==> src/sv/vsa_pkg.sv <==
// ----------------------------------------------------------------------------
// vsa_pkg
// Shared types and codes for the voice slot allocator.
// ----------------------------------------------------------------------------
package vsa_pkg;

  localparam int VOICE_SLOTS_DEF = 32;
  localparam int HANDLE_BITS_DEF = 32;

  localparam logic [15:0] FULL_AUDIBILITY = 16'd32768;

  // operation codes
  localparam logic [1:0] OP_REQUEST = 2'd0;
  localparam logic [1:0] OP_RELEASE = 2'd1;
  localparam logic [1:0] OP_UPDATE  = 2'd2;

  // status codes
  localparam logic [1:0] STAT_OK        = 2'd0;
  localparam logic [1:0] STAT_NO_SLOT   = 2'd1;
  localparam logic [1:0] STAT_NOT_FOUND = 2'd2;
  localparam logic [1:0] STAT_INVALID   = 2'd3;

  // steal modes
  localparam logic [1:0] MODE_NONE     = 2'd0;
  localparam logic [1:0] MODE_PRIORITY = 2'd1;
  localparam logic [1:0] MODE_QUIETEST = 2'd2;
  localparam logic [1:0] MODE_OLDEST   = 2'd3;

  typedef struct packed {
    logic [1:0]  operation;
    logic [7:0]  priority_req;
    logic [31:0] handle;
    logic [15:0] audibility;
  } in_item_t;

  typedef struct packed {
    logic [31:0] new_handle;
    logic [4:0]  slot;
    logic        stolen;
    logic [1:0]  status;
    logic [5:0]  active_count;
  } out_item_t;

endpackage

==> src/sv/vsa_ram.sv <==
// ----------------------------------------------------------------------------
// vsa_ram
// Generic single-write, single-read RAM with registered read data.
// ----------------------------------------------------------------------------
module vsa_ram #(
  parameter int WIDTH = 8,
  parameter int DEPTH = 32
) (
  input  logic                     clk,
  input  logic                     we,
  input  logic [$clog2(DEPTH)-1:0] waddr,
  input  logic [WIDTH-1:0]         wdata,
  input  logic [$clog2(DEPTH)-1:0] raddr,
  output logic [WIDTH-1:0]         rdata
);

  logic [WIDTH-1:0] mem [DEPTH];

  always_ff @(posedge clk) begin
    if (we) begin
      mem[waddr] <= wdata;
    end
    rdata <= mem[raddr];
  end

endmodule

==> src/sv/voice_slot_allocator_with_stealing_unit.sv <==
// ----------------------------------------------------------------------------
// voice_slot_allocator_with_stealing_unit
// Voice slot pool with request, release, update and stealing of lower-priority voices.
// ----------------------------------------------------------------------------
//  channel   ports                         handshake
//  input     start, busy, in_item          taken when start & !busy
//  result    out_valid, out_item           one-cycle strobe, no back-pressure
//  config    cfg_valid, cfg_ready, cfg_data written when cfg_valid & cfg_ready
//
//  Each item reads the slot RAM once per slot, waits out the read latency,
//  then takes a commit step that writes the RAM; the result strobe follows
//  while the next item can be taken.
//  Busy flags live in flops and clear at reset; the RAM needs no clearing.
//  Reset is synchronous, active low. The receiver cannot stall results.
// ----------------------------------------------------------------------------
module voice_slot_allocator_with_stealing_unit #(
  parameter int VOICE_SLOTS = vsa_pkg::VOICE_SLOTS_DEF,
  parameter int HANDLE_BITS = vsa_pkg::HANDLE_BITS_DEF
) (
  input  logic              clk,
  input  logic              rst_n,
  input  logic              start,
  output logic              busy,
  input  vsa_pkg::in_item_t in_item,
  output logic              out_valid,
  output vsa_pkg::out_item_t out_item,
  input  logic              cfg_valid,
  output logic              cfg_ready,
  input  logic [1:0]        cfg_data
);

  localparam int SLOT_W = $clog2(VOICE_SLOTS);
  localparam int CNT_W  = $clog2(VOICE_SLOTS + 1);
  localparam int ENT_W  = HANDLE_BITS + 8 + 16;
  localparam int CMP_W  = (HANDLE_BITS > 32) ? HANDLE_BITS : 32;

  localparam logic [1:0] ST_IDLE   = 2'd0;
  localparam logic [1:0] ST_SCAN   = 2'd1;
  localparam logic [1:0] ST_COMMIT = 2'd2;

  logic [1:0]             state_r, state_nxt;
  logic [SLOT_W:0]        iss_r, iss_nxt;
  logic                   ev_vld_r, ev_vld_nxt;
  logic [SLOT_W-1:0]      ev_idx_r, ev_idx_nxt;
  logic [VOICE_SLOTS-1:0] busy_r, busy_nxt;
  logic [CNT_W-1:0]       cnt_r, cnt_nxt;
  logic [HANDLE_BITS-1:0] nh_r, nh_nxt, nh_inc;
  logic [1:0]             mode_r, mode_nxt;
  logic                   out_valid_r, out_valid_nxt;

  // item and scan trackers (payload, no reset)
  vsa_pkg::in_item_t      item_r;
  vsa_pkg::out_item_t     res_r, res_nxt;
  logic                   free_fnd_r, free_fnd_nxt;
  logic [SLOT_W-1:0]      free_idx_r, free_idx_nxt;
  logic                   hit_fnd_r, hit_fnd_nxt;
  logic [SLOT_W-1:0]      hit_idx_r, hit_idx_nxt;
  logic                   best_fnd_r, best_fnd_nxt;
  logic [SLOT_W-1:0]      best_idx_r, best_idx_nxt;
  logic [7:0]             best_prio_r, best_prio_nxt;
  logic [15:0]            best_aud_r, best_aud_nxt;
  logic [HANDLE_BITS-1:0] best_hdl_r, best_hdl_nxt;

  logic                   ram_we;
  logic [SLOT_W-1:0]      ram_waddr;
  logic [ENT_W-1:0]       ram_wdata;
  logic [SLOT_W-1:0]      ram_raddr;
  logic [ENT_W-1:0]       ram_rdata;

  logic [HANDLE_BITS-1:0] rd_hdl;
  logic [7:0]             rd_prio;
  logic [15:0]            rd_aud;
  logic                   rd_busy;
  logic                   better;
  logic                   accept;
  logic                   scan_done;

  vsa_ram #(
    .WIDTH (ENT_W),
    .DEPTH (VOICE_SLOTS)
  ) u_ram (
    .clk   (clk),
    .we    (ram_we),
    .waddr (ram_waddr),
    .wdata (ram_wdata),
    .raddr (ram_raddr),
    .rdata (ram_rdata)
  );

  assign busy      = (state_r != ST_IDLE);
  assign accept    = start && !busy;
  assign cfg_ready = 1'b1;
  assign out_valid = out_valid_r;
  assign out_item  = res_r;

  assign rd_hdl    = ram_rdata[ENT_W-1 -: HANDLE_BITS];
  assign rd_prio   = ram_rdata[23:16];
  assign rd_aud    = ram_rdata[15:0];
  assign rd_busy   = busy_r[ev_idx_r];
  assign ram_raddr = iss_r[SLOT_W-1:0];
  assign scan_done = (iss_r == (SLOT_W+1)'(VOICE_SLOTS));

  assign nh_inc = nh_r + HANDLE_BITS'(1);

  always_comb begin
    case (mode_r)
      vsa_pkg::MODE_PRIORITY: better = rd_prio < best_prio_r;
      vsa_pkg::MODE_QUIETEST: better = rd_aud < best_aud_r;
      default:                better = rd_hdl < best_hdl_r;
    endcase
  end

  always_comb begin
    logic             req_ok;
    logic             stole;
    logic [SLOT_W-1:0] sel;

    state_nxt     = state_r;
    iss_nxt       = iss_r;
    ev_vld_nxt    = 1'b0;
    ev_idx_nxt    = ev_idx_r;
    busy_nxt      = busy_r;
    cnt_nxt       = cnt_r;
    nh_nxt        = nh_r;
    mode_nxt      = (cfg_valid && cfg_ready) ? cfg_data : mode_r;
    out_valid_nxt = 1'b0;
    res_nxt       = res_r;
    free_fnd_nxt  = free_fnd_r;
    free_idx_nxt  = free_idx_r;
    hit_fnd_nxt   = hit_fnd_r;
    hit_idx_nxt   = hit_idx_r;
    best_fnd_nxt  = best_fnd_r;
    best_idx_nxt  = best_idx_r;
    best_prio_nxt = best_prio_r;
    best_aud_nxt  = best_aud_r;
    best_hdl_nxt  = best_hdl_r;
    ram_we        = 1'b0;
    ram_waddr     = '0;
    ram_wdata     = '0;
    req_ok        = 1'b0;
    stole         = 1'b0;
    sel           = '0;

    case (state_r)
      ST_IDLE: begin
        if (accept) begin
          state_nxt    = ST_SCAN;
          iss_nxt      = '0;
          free_fnd_nxt = 1'b0;
          hit_fnd_nxt  = 1'b0;
          best_fnd_nxt = 1'b0;
        end
      end

      ST_SCAN: begin
        if (!scan_done) begin
          iss_nxt    = iss_r + (SLOT_W+1)'(1);
          ev_vld_nxt = 1'b1;
          ev_idx_nxt = iss_r[SLOT_W-1:0];
        end else begin
          state_nxt = ST_COMMIT;
        end
        if (ev_vld_r) begin
          if (!rd_busy && !free_fnd_r) begin
            free_fnd_nxt = 1'b1;
            free_idx_nxt = ev_idx_r;
          end
          if (rd_busy && !hit_fnd_r &&
              CMP_W'(rd_hdl) == CMP_W'(item_r.handle)) begin
            hit_fnd_nxt = 1'b1;
            hit_idx_nxt = ev_idx_r;
          end
          // strict compare keeps the lower index on ties
          if (rd_busy && rd_prio < item_r.priority_req &&
              (!best_fnd_r || better)) begin
            best_fnd_nxt  = 1'b1;
            best_idx_nxt  = ev_idx_r;
            best_prio_nxt = rd_prio;
            best_aud_nxt  = rd_aud;
            best_hdl_nxt  = rd_hdl;
          end
        end
      end

      ST_COMMIT: begin
        state_nxt     = ST_IDLE;
        out_valid_nxt = 1'b1;
        res_nxt       = '0;
        case (item_r.operation)
          vsa_pkg::OP_REQUEST: begin
            if (free_fnd_r) begin
              req_ok = 1'b1;
              sel    = free_idx_r;
            end else if (mode_r != vsa_pkg::MODE_NONE && best_fnd_r) begin
              req_ok = 1'b1;
              stole  = 1'b1;
              sel    = best_idx_r;
            end
            if (req_ok) begin
              ram_we        = 1'b1;
              ram_waddr     = sel;
              ram_wdata     = {nh_r, item_r.priority_req, vsa_pkg::FULL_AUDIBILITY};
              busy_nxt[sel] = 1'b1;
              if (!stole) begin
                cnt_nxt = cnt_r + CNT_W'(1);
              end
              nh_nxt             = (nh_inc == '0) ? HANDLE_BITS'(1) : nh_inc;
              res_nxt.new_handle = 32'(nh_r);
              res_nxt.slot       = 5'(sel);
              res_nxt.stolen     = stole;
            end else begin
              res_nxt.status = vsa_pkg::STAT_NO_SLOT;
            end
          end
          vsa_pkg::OP_RELEASE, vsa_pkg::OP_UPDATE: begin
            if (item_r.handle == '0) begin
              res_nxt.status = vsa_pkg::STAT_INVALID;
            end else if (!hit_fnd_r) begin
              res_nxt.status = vsa_pkg::STAT_NOT_FOUND;
            end else begin
              res_nxt.slot = 5'(hit_idx_r);
              if (item_r.operation == vsa_pkg::OP_RELEASE) begin
                busy_nxt[hit_idx_r] = 1'b0;
                cnt_nxt             = cnt_r - CNT_W'(1);
              end else begin
                ram_we    = 1'b1;
                ram_waddr = hit_idx_r;
                ram_wdata = {HANDLE_BITS'(item_r.handle), item_r.priority_req,
                             item_r.audibility};
              end
            end
          end
          default: begin
            res_nxt.status = vsa_pkg::STAT_INVALID;
          end
        endcase
        res_nxt.active_count = 6'(cnt_nxt);
      end

      default: begin
        state_nxt = ST_IDLE;
      end
    endcase
  end

  always_ff @(posedge clk) begin
    if (!rst_n) begin
      state_r     <= ST_IDLE;
      iss_r       <= '0;
      ev_vld_r    <= 1'b0;
      busy_r      <= '0;
      cnt_r       <= '0;
      nh_r        <= HANDLE_BITS'(1);
      mode_r      <= vsa_pkg::MODE_NONE;
      out_valid_r <= 1'b0;
    end else begin
      state_r     <= state_nxt;
      iss_r       <= iss_nxt;
      ev_vld_r    <= ev_vld_nxt;
      busy_r      <= busy_nxt;
      cnt_r       <= cnt_nxt;
      nh_r        <= nh_nxt;
      mode_r      <= mode_nxt;
      out_valid_r <= out_valid_nxt;
    end
  end

  always_ff @(posedge clk) begin
    if (accept) begin
      item_r <= in_item;
    end
    ev_idx_r    <= ev_idx_nxt;
    res_r       <= res_nxt;
    free_fnd_r  <= free_fnd_nxt;
    free_idx_r  <= free_idx_nxt;
    hit_fnd_r   <= hit_fnd_nxt;
    hit_idx_r   <= hit_idx_nxt;
    best_fnd_r  <= best_fnd_nxt;
    best_idx_r  <= best_idx_nxt;
    best_prio_r <= best_prio_nxt;
    best_aud_r  <= best_aud_nxt;
    best_hdl_r  <= best_hdl_nxt;
  end

  // occupancy counter tracks the busy flags
  a_count_matches: assert property (@(posedge clk) disable iff (!rst_n)
    cnt_r == CNT_W'($countones(busy_r)))
    else $error("occupied count out of step with busy flags");

  a_handle_nonzero: assert property (@(posedge clk) disable iff (!rst_n)
    nh_r != '0)
    else $error("next handle is zero");

  a_result_after_commit: assert property (@(posedge clk) disable iff (!rst_n)
    out_valid_r |-> $past(state_r) == ST_COMMIT)
    else $error("result strobe without commit");

  a_steal_only_full: assert property (@(posedge clk) disable iff (!rst_n)
    (state_r == ST_COMMIT && item_r.operation == vsa_pkg::OP_REQUEST && !free_fnd_r)
      |-> busy_r == '1)
    else $error("no free slot seen while some slot is free");

  a_stolen_is_ok: assert property (@(posedge clk) disable iff (!rst_n)
    (out_valid_r && res_r.stolen) |-> res_r.status == vsa_pkg::STAT_OK)
    else $error("steal reported with error status");

endmodule
==> config.mk <==
export PLATFORM = sky130hd
export DESIGN_NAME = voice_slot_allocator_with_stealing_unit
export DESIGN_NICKNAME = d
export VERILOG_FILES = /design/src/sv/vsa_pkg.sv /design/src/sv/vsa_ram.sv /design/src/sv/voice_slot_allocator_with_stealing_unit.sv
export SDC_FILE = /design/constraint.sdc
export NUM_CORES = 2
export LEC_CHECK = 0
export BUFFER_PORTS_ARGS = -buffer_cell sky130_fd_sc_hd__buf_4
export CORE_AREA = 2 2 494 496
export CTS_CLUSTER_SIZE = 25
export DETAILED_ROUTE_END_ITERATION = 8
export DIE_AREA = 0 0 496 498
export PLACE_DENSITY = 0.53
export SYNTH_ARGS = -nofsm -noshare
export SYNTH_HDL_FRONTEND = slang
export SYNTH_HIERARCHICAL = 1
export SYNTH_SLANG_ARGS = --single-unit
==> constraint.sdc <==
create_clock -name clk -period 7.24 [get_ports clk]
set_input_delay 1.086 -clock clk [delete_from_list [all_inputs] [get_ports clk]]
set_output_delay 1.086 -clock clk [all_outputs]
set_load 0.05 [all_outputs]
# Word-level counts from Yosys, hierarchy flattened
# Memories as Yosys holds them, arrays and structs flattened. A register that Yosys moved wholly into a read port is not among the register bits.
# Cells that the tools add are included.
op_classes:
  addsub: 4
  multipliers: 0
  n_div: 0
  order_cmp: 9
  n_eq_ne: 19
  shifts: 0
  muxes: 76
  bitwise_logic: 4
  reduce_logical: 37
op_table:
  columns: ["op", "count"]
  rows:
  - ["$mux 56", 5]
  - ["$mux 32", 5]
  - ["$pmux 56 s2", 1]
  - ["$logic_not 32->1", 2]
  - ["$pmux 32 s2", 1]
  - ["$mux 5", 11]
  - ["$mux 6", 8]
  - ["$add 32x1->32 const B", 1]
  - ["$and 32x32->32", 1]
  - ["$eq 32x32->1", 1]
  - ["$lt 32x32->1", 1]
  - ["$not 32->32", 1]
  - ["$or 32x32->32", 1]
  - ["$mux 1", 27]
  - ["$pmux 6 s2", 2]
  - ["$ne 2x2->1 const B", 11]
  - ["$pmux 5 s2", 2]
  - ["$lt 5x6->1 const B", 3]
  - ["$lt 16x16->1", 1]
  - ["$lt 8x8->1", 2]
  - ["$reduce_and 3->1", 5]
  - ["$add 6x1->6 const B", 2]
  - ["$reduce_and 4->1", 3]
  - ["$demux 1 s5", 2]
  - ["18 further kinds", 50]
word_totals:
  register_bits: 265
  latchBits: 0
  ram_bits: 1792
  mem_bits_ro: 0
  out_inout_bits: 49
  wordCells: 177
  n_memories: 1
mem_list:
  columns: ["memory", "words", "word_bits", "rd", "rd_clocked_by_memory_dff", "wr", "line_no", "rtl"]
  rows:
  - ["u_ram.mem", 32, 56, 1, 1, 1, "vsa_ram.sv:17", "logic [WIDTH-1:0] mem [DEPTH];"]

# Longest topological paths before layout
logic_depth:
  depth_word: 13
  ltp_mapped: 12
  depth_no_buf: 10

# Modules after synthesis
# Netlist, hierarchy kept.
by_module_without_submodules:
  columns: ["module", "n_inst", "cells_per_inst", "area_per_inst_um2", "seq_area_each_um2"]
  rows:
  - ["vsa_ram", 1, 3917, 70794.1, 54932.7]
  - ["voice_slot_allocator_with_stealing_unit", 1, 1265, 13367.8, 7136.8]

# Least setup slack after synthesis
# No wires, ideal clock.
synth_timing:
  path_type: "register -> register"
  from: "register state_r[0]"
  to: "memory u_ram/mem[18][0] (netlist bit), enable pin"
  setup_time_ns: 0.470
  t_arrival_ns: 5.264
  t_required_ns: 6.770
  path_slack_ns: 1.505
  stages_incl_launch_ff: 9
  period_less_slack_ns: 5.735
  cell_sequence: "dfxtp_1 nand2b_1 inv_1 nand2b_1 clkbuf_1 clkbuf_1 a21oi_1 or3b_2 nor2_1"
synth_rtl:
  columns: ["item", "line_no", "rtl"]
  rows:
  - ["start: declaration", "voice_slot_allocator_with_stealing_unit.sv:41", "logic [1:0] state_r, state_nxt;"]
  - ["start signal: assignment", "voice_slot_allocator_with_stealing_unit.sv:257", "state_r <= state_nxt;"]
  - ["$eq 2x2->1", "voice_slot_allocator_with_stealing_unit.sv:144", "case (state_r)"]
  - ["$mux 5", "voice_slot_allocator_with_stealing_unit.sv:144", null]
  - ["net ram_waddr[4]", "voice_slot_allocator_with_stealing_unit.sv:65", "logic [SLOT_W-1:0] ram_waddr;"]
  - ["end: declaration", "vsa_ram.sv:17", null]
# The timed path passes the listed nets, and every way through them passes these cells.

# Worst setup path in the final report
layout_timing:
  from: "register state_r[0]"
  to: "memory u_ram/mem[30][18] (netlist bit), enable pin"
layout_between:
  elab_chain_len: 4
layout_lines:
  columns: ["item", "line_no", "rtl"]
  rows:
  - ["$eq 2x2->1", "voice_slot_allocator_with_stealing_unit.sv:144", null]
  - ["$mux 1", "voice_slot_allocator_with_stealing_unit.sv:144", null]
  - ["net ram_we", "voice_slot_allocator_with_stealing_unit.sv:64", "logic ram_we;"]
  - ["$mux 1", "vsa_ram.sv:20", "if (we) begin"]
  - ["$mux 1 (implied by the code)", "vsa_ram.sv:21", "mem[waddr] <= wdata;"]
# The timed path passes the listed nets, and every way through them passes these cells.

==> impl_metrics.env <==
export IMPL_outcome="complete, no violations"
export IMPL_required_ps=7740
export IMPL_ys_top_cells_by_count="edfxtp_1 (1975), mux2i_1 (903), nand2_1 (267)"
export IMPL_pwr_share_clk_pct=43.3
export IMPL_synth_cell_type_count=71
export IMPL_worst_slew_pin_slew_ps=1240
export IMPL_path_cells="nand2b_1 -> inv_2 -> buf_4 -> nand2b_2 -> buf_4 -> nor2_2 -> nand3b_1 -> nor2_4 -> buf_12"
export IMPL_finalHoldViolCount=0
export IMPL_drc=0
export IMPL_final_util_pct=39.5
export IMPL_dp_hpwl_um=145000
export IMPL_power_density_nw_per_um2=255
export IMPL_nets=5473
export IMPL_start_util_pct=34.8
export IMPL_grt_overflow_total=0
export IMPL_synthArstFlopShare_pct=0
export IMPL_gr_usage_all_layers_pct=19.0
export IMPL_synthCells=5182
export IMPL_synth_edff_count=1975
export IMPL_max_cap_violations=0
export IMPL_syn_num_nets=5317
export IMPL_hp_class="primary input to flip-flop"
export IMPL_cts_max_level=4
export IMPL_swShare_pct=20.9
export IMPL_drive_gt1_share_pct=11.8
export IMPL_path_max_fanout=49
export IMPL_switchingPower_mw=5.10
export IMPL_ys_seq_area_share_pct=73.8
export IMPL_portBuffers=111
export IMPL_startpoint_type="flip-flop"
export IMPL_path_clk_slew_ps=70
export IMPL_cts_hold_fix_buffers=0
export IMPL_yosysMostFrequentCell="edfxtp_1"
export IMPL_dr_wl_met2_um=112000
export IMPL_cp_arrival_ps=5810
export IMPL_wl_um=239000
export IMPL_leakagePower_nw=26.1
export IMPL_grt_max_degree=107
export IMPL_clk_latency_ps=880
export IMPL_wl_met3_um=16500
export IMPL_finalCritPeriodShare_pct=73.4
export IMPL_ctsResizeCount=0
export IMPL_post_cts_buffers=0
export IMPL_synth_area_per_cell_sq_um=16.2
export IMPL_synth_top_area_share_pct=70.5
export IMPL_dpl_cell_area_sq_um=88900
export IMPL_endpoint_kind="flip-flop"
export IMPL_antenna_found_initial=28
export IMPL_yosys_warnings=6
export IMPL_drt_iter0_drc=4988
export IMPL_num_fill_cells=22100
export IMPL_seqPwrFrac_pct=54.3
export IMPL_finalMaxSlewViolations=0
export IMPL_chipWidth_um=496
export IMPL_area_growth_pct=13.6
export IMPL_top_layer="met5"
export IMPL_io_pins=113
export IMPL_wire_per_inst_um=27.4
export IMPL_die_area_sq_um=247000
export IMPL_die_y_um=498
export IMPL_clock_path_buffers=3
export IMPL_path_common_cell="buf_4"
export IMPL_cts_made_buffers=211
export IMPL_synthTopCellsByArea="edfxtp_1 (70%), mux2i_1 (11%), dfxtp_1 (3.3%)"
export IMPL_final_area_sq_um=95600
export IMPL_max_freq_mhz=188
export IMPL_skew_ps=63.4
export IMPL_core_sq_um=242000
export IMPL_routabilityCongestion=0.852
export IMPL_num_rows=181
export IMPL_slew_headroom_pct=17.1
export IMPL_viasPerCell=5.32
export IMPL_grt_pass1_vias=45100
export IMPL_fin_setup_tns_ps=0
export IMPL_slowest_stage="nor2_4"
export IMPL_fin_crit_ps=5310
export IMPL_setup_worst_path_class="flip-flop to flip-flop"
export IMPL_ir_drop_mv=0.280
export IMPL_synth_area_sq_um=84200
export IMPL_vias=46400
export IMPL_max_stage_delay_ps=1140
export IMPL_cts_root_buf="clkbuf_16"
export IMPL_rsz0062_at_grt="false"
export IMPL_dr_pass1_iters=6
export IMPL_grt_pass1_wl_um=338000
export IMPL_intPower_mw=19.3
export IMPL_synth_seq_cells=2113
export IMPL_met1_length_um=105000
export IMPL_p_comb_share_pct=2.4
export IMPL_ant_nets=0
export IMPL_ys_flop_type="edfxtp_1"
export IMPL_finalSetupViolCount=0
export IMPL_cts_tree="yes"
export IMPL_cts_sinks=2113
export IMPL_yosysTopAreaCell="edfxtp_1"
-- critical path: cells and delay by family, from the launching register on --
kind / cells / cell delay, ps
and+or+nand+nor: 5 / 3210
buffers and inverters: 4 / 1340
DFF: 1 / 310
-- sequential cells by signal (all words and copies together), names as in the netlist --
register,cells
best_aud_r,16
best_fnd_r,1
best_hdl_r,32
best_idx_r,5
best_prio_r,8
busy_r,32
cnt_r,6
ev_idx_r,5
ev_vld_r,1
free_fnd_r,1
free_idx_r,5
hit_fnd_r,1
hit_idx_r,5
iss_r,6
item_r,58
mode_r,2
nh_r,32
out_item,46
out_valid,1
state_r,2
u_ram/mem,1792
u_ram/rdata,56
-- worst paths after layout --
path	from	end	slack, ps	cells past startpoint
worst max-delay path	state_r[0]	u_ram/mem[30][18]	1930	9
worst min-delay path	in_item[40]	item_r[40]	390	1
worst min register to register	u_ram/rdata[3]	best_aud_r[3]	420	0
worst max register to register	state_r[0]	u_ram/mem[30][18]	1930	9
-- metrics by stage --
step                hold slack (ps)  instances  setup slack (ps)  power, mW
global placement                418       8326              1740       14.1
global route                    355       8714              1720       25.1
CTS                             320       8711              1570       24.6
floorplan                       409       5182              1510       13.9
detailed placement              430       8326              1610       14.1
finish                          386       8720              1930       24.4
-- power by group through the flow --
| stage | Combinational [mW] | Sequential [mW] | Clock, mW |
|---|---|---|---|
| after floorplan | 0.467 | 13.5 | 0 |
| after global placement | 0.589 | 13.5 | 0 |
| after detailed placement | 0.588 | 13.5 | 0 |
| after CTS | 0.589 | 13.2 | 10.8 |
| after global routing | 0.617 | 13.2 | 11.2 |
| final | 0.591 | 13.2 | 10.6 |
-- routing by layer --
layer	up-vias	track usage (%)
li1	20500	-
met1	24000	27.1
met2	1623	30.2
met3	274	2.93
met4	10	4.54
met5	-	0
-- cell type report --
cell class                 count  area, sq um  area share [%]
antenna                        8         20.0          0.0209
clock buffer                 258         5470            5.72
clock inverter               127         1200            1.26
inverter                      81          307           0.320
multi-input combinational   2703        20600            21.5
sequential                  2113        62100            64.9
tap                         3202         4010            4.19
timing repair buffer         228         1980            2.07
-- cell usage in the layout (no fill, tap or decap), types with 9 or more instances in the layout --
| cell | instances |
|---|---|
| clkinvlp_4 | 10 |
| clkinv_1 | 49 |
| a22o_1 | 112 |
| a21oi_1 | 262 |
| a22oi_1 | 169 |
| and2_1 | 36 |
| mux2i_1 | 903 |
| a31oi_1 | 64 |
| clkbuf_1 | 46 |
| nand3_1 | 209 |
| or3_1 | 15 |
| nor2_1 | 88 |
| and2_2 | 10 |
| nor2_4 | 57 |
| nor4_1 | 20 |
| dfxtp_1 | 137 |
| inv_1 | 76 |
| a21o_1 | 9 |
| buf_12 | 21 |
| mux4_2 | 10 |
| edfxtp_1 | 1975 |
| o31ai_1 | 10 |
| clkbuf_16 | 211 |
| clkinv_2 | 34 |
| nand4_1 | 32 |
| o21ai_0 | 50 |
| o221a_2 | 11 |
| and3_1 | 15 |
| buf_4 | 206 |
| nand2_1 | 266 |
| nor3_1 | 81 |
| xor2_1 | 50 |
| ha_1 | 71 |
| bufinv_16 | 13 |
| xnor2_1 | 23 |
-- kinds of logic (layout without fill, tap and decap cells) --
kind of cell	after synthesis	in the layout	synth area share (%)
AO/OA/AOI/OAI	737	737	5.80
XOR/XNOR	73	73	0.760
adder cells (fa/ha/maj)	71	71	1.06
buffers and inverters	366	694	2.39
flip-flops	2113	2113	73.8
multiplexers	913	913	11.0
other	1	9	0.00446
AND/OR/NAND/NOR	908	908	5.23
Power figures use the tool's default switching activity.
